===== config.mk =====
export PLATFORM = sky130hd
export DESIGN_NAME = json_string_escaper
export DESIGN_NICKNAME = d
export VERILOG_FILES = /design/src/rtl/core/jse_pkg.sv /design/src/rtl/core/jse_front.sv /design/src/rtl/core/jse_queue.sv /design/src/rtl/core/jse_back.sv /design/src/rtl/core/json_string_escaper.sv
export SDC_FILE = /design/constraint.sdc
export NUM_CORES = 1
export LEC_CHECK = 0
export BUFFER_PORTS_ARGS = -buffer_cell sky130_fd_sc_hd__buf_2
export CORE_MARGIN = 1
export CORE_UTILIZATION = 55
export CTS_CLUSTER_SIZE = 40
export DETAILED_ROUTE_END_ITERATION = 8
export HOLD_SLACK_MARGIN = 0.03
export PLACE_DENSITY = 0.8
export SLEW_MARGIN = 20
export SYNTH_ARGS = -nofsm -noshare
export SYNTH_HDL_FRONTEND = slang
export SYNTH_HIERARCHICAL = 1
export SYNTH_SLANG_ARGS = --single-unit

===== constraint.sdc =====
create_clock -name clk -period 10.3 [get_ports clk]
set_clock_uncertainty 0.05 [all_clocks]
set_input_delay 0.515 -clock clk [delete_from_list [all_inputs] [get_ports clk]]
set_output_delay 0.515 -clock clk [all_outputs]
set_load 0.005 [all_outputs]

===== src/rtl/core/jse_pkg.sv =====
`timescale 1ns / 1ps

package jse_pkg;

	localparam int MAX_OUT = 7;
	localparam int CNT_W = 3;

	localparam logic [7:0] CH_QUOTE = 8'h22;
	localparam logic [7:0] CH_BSLASH = 8'h5c;
	localparam logic [7:0] CH_SLASH = 8'h2f;
	localparam logic [7:0] CH_U = 8'h75;
	localparam logic [7:0] CH_ZERO = 8'h30;
	localparam logic [7:0] CH_A = 8'h61;

	// one input's worth of output bytes, lowest index first
	typedef struct packed {
		logic [MAX_OUT-1:0][7:0] bytes;
		logic [CNT_W-1:0]        count;
		logic                    closing;
	} res_t;

endpackage


===== src/rtl/core/jse_front.sv =====
`timescale 1ns / 1ps

module jse_front (
	input  logic          clk,
	input  logic          arst_n,
	input  logic          accept,
	input  logic [7:0]    in_byte,
	input  logic          source_is_utf8,
	output logic          push,
	output jse_pkg::res_t res
);

	logic       open_q, mode_q;
	logic [1:0] held_q, need_q;
	logic [7:0] pend_q [0:2];

	logic       open_n, mode_n;
	logic [1:0] held_n, need_n, need_c;
	logic       wr_en;
	logic [1:0] wr_idx;
	logic [jse_pkg::MAX_OUT-1:0][7:0] ob;
	logic [jse_pkg::CNT_W-1:0] n;
	logic       closing;
	logic [7:0] esc;

	function automatic logic [7:0] escape_letter(input logic [7:0] b);
		logic [7:0] r;
		case (b)
			8'h08: r = 8'h62;
			8'h0a: r = 8'h6e;
			8'h0d: r = 8'h72;
			8'h0c: r = 8'h66;
			8'h09: r = 8'h74;
			jse_pkg::CH_QUOTE: r = jse_pkg::CH_QUOTE;
			jse_pkg::CH_BSLASH: r = jse_pkg::CH_BSLASH;
			jse_pkg::CH_SLASH: r = jse_pkg::CH_SLASH;
			default: r = 8'h00;
		endcase
		return r;
	endfunction

	function automatic logic [7:0] hex_digit(input logic [3:0] v);
		logic [7:0] r;
		if (v < 4'd10) begin
			r = jse_pkg::CH_ZERO + {4'd0, v};
		end else begin
			r = jse_pkg::CH_A + {4'd0, v} - 8'd10;
		end
		return r;
	endfunction

	assign esc = escape_letter(in_byte);

	always_comb begin
		if (in_byte[7:4] == 4'hf) begin
			need_c = 2'd3;
		end else if (in_byte[7:4] == 4'he) begin
			need_c = 2'd2;
		end else if (in_byte[7:5] == 3'b110) begin
			need_c = 2'd1;
		end else begin
			need_c = 2'd0;
		end
	end

	always_comb begin
		ob = '0;
		n = '0;
		closing = 1'b0;
		open_n = open_q;
		mode_n = mode_q;
		held_n = held_q;
		need_n = need_q;
		wr_en = 1'b0;
		wr_idx = 2'd0;
		if (!open_q) begin
			ob[n] = jse_pkg::CH_QUOTE;
			n = n + 3'd1;
			open_n = 1'b1;
			mode_n = source_is_utf8;
			held_n = 2'd0;
			need_n = 2'd0;
		end
		if (in_byte == 8'h00) begin
			ob[n] = jse_pkg::CH_QUOTE;
			n = n + 3'd1;
			closing = 1'b1;
			open_n = 1'b0;
			held_n = 2'd0;
			need_n = 2'd0;
		end else if (need_n != 2'd0) begin
			if (held_n >= need_n) begin
				for (int i = 0; i < 3; i++) begin
					if (i < int'(held_n)) begin
						ob[n] = pend_q[i];
						n = n + 3'd1;
					end
				end
				ob[n] = in_byte;
				n = n + 3'd1;
				held_n = 2'd0;
				need_n = 2'd0;
			end else begin
				wr_en = 1'b1;
				wr_idx = held_n;
				held_n = held_n + 2'd1;
			end
		end else if (esc != 8'h00) begin
			ob[n] = jse_pkg::CH_BSLASH;
			n = n + 3'd1;
			ob[n] = esc;
			n = n + 3'd1;
		end else if (in_byte < 8'd32) begin
			ob[n] = jse_pkg::CH_BSLASH;
			n = n + 3'd1;
			ob[n] = jse_pkg::CH_U;
			n = n + 3'd1;
			ob[n] = jse_pkg::CH_ZERO;
			n = n + 3'd1;
			ob[n] = jse_pkg::CH_ZERO;
			n = n + 3'd1;
			ob[n] = hex_digit(in_byte[7:4]);
			n = n + 3'd1;
			ob[n] = hex_digit(in_byte[3:0]);
			n = n + 3'd1;
		end else if (mode_n) begin
			if (need_c != 2'd0) begin
				wr_en = 1'b1;
				wr_idx = 2'd0;
				held_n = 2'd1;
				need_n = need_c;
			end else begin
				ob[n] = in_byte;
				n = n + 3'd1;
			end
		end else if (in_byte[7]) begin
			ob[n] = {6'b110000, in_byte[7:6]};
			n = n + 3'd1;
			ob[n] = {2'b10, in_byte[5:0]};
			n = n + 3'd1;
		end else begin
			ob[n] = in_byte;
			n = n + 3'd1;
		end
	end

	assign res.bytes = ob;
	assign res.count = n;
	assign res.closing = closing;
	assign push = accept && (n != '0);

	always_ff @(posedge clk or negedge arst_n) begin
		if (!arst_n) begin
			open_q <= 1'b0;
			mode_q <= 1'b0;
			held_q <= 2'd0;
			need_q <= 2'd0;
		end else if (accept) begin
			open_q <= open_n;
			mode_q <= mode_n;
			held_q <= held_n;
			need_q <= need_n;
		end
	end

	always_ff @(posedge clk) begin
		if (accept && wr_en) begin
			case (wr_idx)
				2'd0: pend_q[0] <= in_byte;
				2'd1: pend_q[1] <= in_byte;
				2'd2: pend_q[2] <= in_byte;
				default: ;
			endcase
		end
	end

endmodule


===== src/rtl/core/jse_queue.sv =====
`timescale 1ns / 1ps

module jse_queue (
	input  logic          clk,
	input  logic          arst_n,
	input  logic          push,
	input  jse_pkg::res_t wr_data,
	output logic          full,
	input  logic          pop,
	output logic          rd_valid,
	output jse_pkg::res_t rd_data
);

	jse_pkg::res_t mem_q [0:1];
	logic          wr_ptr_q, rd_ptr_q;
	logic [1:0]    cnt_q;

	assign full = (cnt_q == 2'd2);
	assign rd_valid = (cnt_q != 2'd0);
	assign rd_data = mem_q[rd_ptr_q];

	always_ff @(posedge clk) begin
		if (push) begin
			mem_q[wr_ptr_q] <= wr_data;
		end
	end

	always_ff @(posedge clk or negedge arst_n) begin
		if (!arst_n) begin
			wr_ptr_q <= 1'b0;
			rd_ptr_q <= 1'b0;
			cnt_q <= 2'd0;
		end else begin
			if (push) begin
				wr_ptr_q <= ~wr_ptr_q;
			end
			if (pop) begin
				rd_ptr_q <= ~rd_ptr_q;
			end
			if (push && !pop) begin
				cnt_q <= cnt_q + 2'd1;
			end else if (pop && !push) begin
				cnt_q <= cnt_q - 2'd1;
			end
		end
	end

endmodule


===== src/rtl/core/jse_back.sv =====
`timescale 1ns / 1ps

module jse_back (
	input  logic          clk,
	input  logic          arst_n,
	input  logic          q_valid,
	input  jse_pkg::res_t q_data,
	output logic          pop,
	output logic          m_tvalid,
	input  logic          m_tready,
	output logic [7:0]    m_tdata,
	output logic          m_tlast,
	output logic [0:0]    m_tuser
);

	logic                      valid_q;
	jse_pkg::res_t             entry_q;
	logic [jse_pkg::CNT_W-1:0] idx_q;
	logic                      last;
	logic                      advance;

	assign last = (idx_q == entry_q.count - 3'd1);
	assign advance = !valid_q || (m_tready && last);
	assign pop = q_valid && advance;

	assign m_tvalid = valid_q;
	assign m_tdata = entry_q.bytes[idx_q];
	assign m_tlast = last;
	assign m_tuser = last && entry_q.closing;

	always_ff @(posedge clk or negedge arst_n) begin
		if (!arst_n) begin
			valid_q <= 1'b0;
			idx_q <= '0;
		end else if (advance) begin
			valid_q <= q_valid;
			idx_q <= '0;
		end else if (m_tready) begin
			idx_q <= idx_q + 3'd1;
		end
	end

	always_ff @(posedge clk) begin
		if (pop) begin
			entry_q <= q_data;
		end
	end

endmodule


===== src/rtl/core/json_string_escaper.sv =====
`timescale 1ns / 1ps

// Quotes and escapes a zero-terminated byte string for JSON. The input side takes one byte per
// cycle while the two-entry result queue has room; each accepted byte is classified at once and
// its whole expansion (zero to seven bytes) is queued. The output side sends one byte per cycle
// while m_tready is high. An input byte expands to one output byte for plain text, two for
// short escapes and Latin-1 upper bytes, six for \u00xx, up to four when a buffered UTF-8
// sequence completes, plus one for the opening quote of each string. Bytes that only extend a
// pending UTF-8 sequence produce nothing. Each expansion is registered in the result queue and
// then in the output stage before its first byte is sent.
module json_string_escaper (
	input  logic       clk,
	input  logic       arst_n,
	input  logic       s_tvalid,
	output logic       s_tready,
	input  logic [7:0] s_tdata,  // in_byte
	input  logic [0:0] s_tuser,  // source_is_utf8
	output logic       m_tvalid,
	input  logic       m_tready,
	output logic [7:0] m_tdata,  // out_byte
	output logic       m_tlast,  // run_end
	output logic [0:0] m_tuser   // string_end
);

	logic          accept, push, full, pop, q_valid;
	jse_pkg::res_t res, q_data;

	assign s_tready = !full;
	assign accept = s_tvalid && s_tready;

	jse_front u_front (
		.clk            (clk),
		.arst_n         (arst_n),
		.accept         (accept),
		.in_byte        (s_tdata),
		.source_is_utf8 (s_tuser[0]),
		.push           (push),
		.res            (res)
	);

	jse_queue u_queue (
		.clk      (clk),
		.arst_n   (arst_n),
		.push     (push),
		.wr_data  (res),
		.full     (full),
		.pop      (pop),
		.rd_valid (q_valid),
		.rd_data  (q_data)
	);

	jse_back u_back (
		.clk      (clk),
		.arst_n   (arst_n),
		.q_valid  (q_valid),
		.q_data   (q_data),
		.pop      (pop),
		.m_tvalid (m_tvalid),
		.m_tready (m_tready),
		.m_tdata  (m_tdata),
		.m_tlast  (m_tlast),
		.m_tuser  (m_tuser)
	);

endmodule


==> impl_metrics.csv <==
group,metric,value,unit
setup_path,crit_path_end_kind,"flip-flop",
clock_network,cts_sinks,218,
outcome,status,"complete, no violations",
setup_path,cp.arrival,4.89,ns
power_and_ir_drop,pwr-share-clk,22.7,%
routing,drcViolationCount,0,
routing,routed_wl,26330,um
power_and_ir_drop,swShare,34.03,%
grt,grt_max_degree,63,
synth,synth.avg_cell_area,13.01,um2
clock_network,numCtsBuffers,23,
placement,gp_congestion,0.9654,
hold_path,hp-class,"in -> reg",
grt,use_met2,43.05,%
grt,antenna_found_initial,0,
grt,use_met3,3.377,%
grt,grt_pass1_wl,39160,um
hold_path,min_from,"m_tready",
synth,ys.flop_type,"edfxtp_1",
run,maxCapViolations,0,
sta,setup_slack,5.515,ns
setup_path,cp_cell_sequence,"buf_4, and2_1, inv_1, ha_1, clkinv_1, ha_1, nand3_1, nor2_1, xnor2_1, o21ai_0, o31a_1, nor2b_4, buf_4",
synth,synth_top_area_share,55.12,%
die,die_w,144.1,um
sta,setup_tns,0,ns
power_and_ir_drop,total_power,3.618,mW
routing,drt-initial-drc-count,751,
setup_path,startpoint,"u_front/open_q$_DFFE_PN0P_",
setup_path,critPathMaxFanout,46,
synth,synth-edff-count,204,
die,chipHeight,144.1,um
finish,fin_nets,902,
synth,ys_types,74,
routing,viasPerCell,6.172,
sta,fin_crit,4.785,ns
synth,ys_ff_latch,218,
setup_path,r2r_slack,5.52,ns
power_and_ir_drop,ir_drop,0.1999,mV
grt,grt_pass1_vias,6651,
clock_network,htreeDepth,1,
setup_path,cp.required,10.41,ns
power_and_ir_drop,powerDensity,298.9,nW/um2
grt,busiest_layer,"met2",
synth,ys_warn_count,6,
setup_path,critPathSlowestCell,"nor2b_4",
synth,synth_area_leaders,"edfxtp_1, mux2_4, dfrtp_1, a21oi_1, ha_1",
routing,first_pass_iters,5,
die,ioPinCount,25,
routing,wl_per_cell,22.99,um
sta,setup-violations-final,0,
die,dieArea,20780,um2
clock_network,clkTransAtPathRegs,0.06,ns
power_and_ir_drop,p_int,2.387,mW
sta,relSlewSlack,28.31,%
finish,antenna_cells,0,
synth,synth-seq-area-share,58.28,%
grt,grt_use_met1,34.52,%
routing,vias,7067,
sta,max_freq,209.0,MHz
synth,synthCells,854,
synth,synth_most_common_cell,"edfxtp_1",
power_and_ir_drop,pwr-share-seq,40.2,%
placement,post-dp-hpwl,18110,um
sta,worstMarginPinSlew,1.046,ns
clock_network,cts_resized,0,
synth,synth_common_cells,"edfxtp_1, a21oi_1, mux2_4, nor2_1, nand2_1",
setup_path,r2r-start,"u_front/open_q$_DFFE_PN0P_",
routing,ant_nets,0,
setup_path,path_class,"reg -> reg",
clock_network,cts_tree,"built",
power_and_ir_drop,cellLeakagePower,4.525,nW
synth,async_flop_share,6.422,%
setup_path,start_kind,"flip-flop",
sta,fin_crit_sh,46.45,%
clock_network,clock-root-buffer,"clkbuf_16",
synth,yosysTopAreaCell,"edfxtp_1",
placement,io_buffers,24,
sta,rsz0062_at_grt,"false",
sta,final_hold_viol_count,0,
die,core,19650,um2
finish,layout-drive-gt1-share,18.64,%
placement,place_ws,5.529,ns
clock_network,clockBufferDepth,3,
sta,slew_violations,0,
grt,grt.overflow.total,0,
die,rows,51,
grt,grt_use_total,25.65,%
clock_network,clock_latency,0.52,ns
setup_path,cpPeakStageDelay,0.58,ns
power_and_ir_drop,p_sw,1.231,mW
power_and_ir_drop,pwr-share-comb,37.0,%
die,initial_core_util,56.54,%
finish,area_growth,8.917,%
synth,netlist_area,11110,um2
## timing repair
action | in CTS | in global routing
hold buffers | 1 | 0
setup buffers | 0 | 0
hold endpoints to repair | 14 | 0
## sequential cells by signal (all words and copies together), names as in the netlist
name,cells
u_queue/mem_q,120
u_back/entry_q,60
u_front/pend_q,24
u_back/idx_q,3
u_front/held_q,2
u_front/need_q,2
u_queue/cnt_q,2
u_back/m_tvalid,1
u_front/mode_q,1
u_front/open_q,1
u_queue/rd_ptr_q,1
u_queue/wr_ptr_q,1
## cells by family after synthesis
| logic type | Yosys count | synth area share (%) |
|---|---|---|
| xor gates and xnor gates | 12 | 1.081 |
| AOI/OAI and AO/OA | 205 | 11.80 |
| DFF | 218 | 58.28 |
| other | 1 | 0.03374 |
| muxes | 89 | 11.64 |
| buffers and inverters | 86 | 4.458 |
| and+or+nand+nor | 218 | 9.896 |
| adders and majority gates | 25 | 2.815 |
## through the flow
stage,util (%),hold WS (ns),cell area (um2),instances
after CTS,61.45,0.2282,12080,1144
after global routing,61.59,0.2484,12100,1145
after global placement,57.54,0.3956,11310,1102
after floorplan,-,0.1694,11130,859
after detailed placement,57.54,0.4016,11310,1102
final,61.59,0.2585,12100,1145
## cell usage in the layout (no fill, tap or decap), types with 12 or more instances in the layout
| master | n |
|---|---|
| buf_4 | 14 |
| a22oi_1 | 19 |
| o21ai_0 | 36 |
| nand3_1 | 27 |
| and3_1 | 12 |
| buf_2 | 24 |
| inv_1 | 23 |
| mux2_4 | 60 |
| dfrtp_1 | 13 |
| clkbuf_16 | 23 |
| nand2_1 | 56 |
| nor2_1 | 57 |
| edfxtp_1 | 204 |
| ha_1 | 25 |
| a21oi_1 | 64 |
| mux2i_1 | 19 |
## layout make-up
class                           instances  area [um2]
Multi-Input combinational cell        555        4174
Timing Repair Buffer                   40       262.8
Tap cell                              265       331.6
Clock buffer                           25       583.1
Inverter                               26       97.59
Fill cell                            1507        7550
Sequential cell                       218        6480
Clock inverter                         16       175.2
## power by group through the flow
stage	clock network [mW]	registers, mW	logic (mW)
6_report	0.822	1.46	1.34
3_5_place_dp	0	1.51	1.27
4_1_cts	0.836	1.50	1.29
3_3_place_gp	0	1.49	1.25
5_1_grt	0.872	1.48	1.44
2_1_floorplan	0	1.43	1.03
## routing by layer
layer  part of all wire [%]  vias to the layer above
met5                      0                        -
met4                    3.0                        0
met3                    6.0                       54
met2                     48                      282
met1                     43                     3474
li1                       -                     3257
## critical path: cells and delay by family, from the launching register on
family | cells | cell delay, ns
simple gates | 4 | 1.56
buf+inv | 4 | 1.32
compound gates | 2 | 0.59
fa+ha+maj | 2 | 0.44
flops | 1 | 0.32
xor+xnor | 1 | 0.08
## path summary, 6_finish.rpt
kind	end	cells past startpoint
worst min register to register	u_queue/cnt_q[1]$_DFFE_PN0P_	1
worst max-delay path	u_queue/mem_q[0][54]$_DFFE_PP_	13
min in group asynchronous	u_back/idx_q[2]$_DFFE_PN0P_	2
max in group asynchronous	u_queue/rd_ptr_q$_DFFE_PN0P_	2
worst min-delay path	u_back/m_tvalid$_DFFE_PN0P_	2
worst max register to register	u_queue/mem_q[0][54]$_DFFE_PP_	13
No activity file was read; power rests on OpenSTA's default activity.
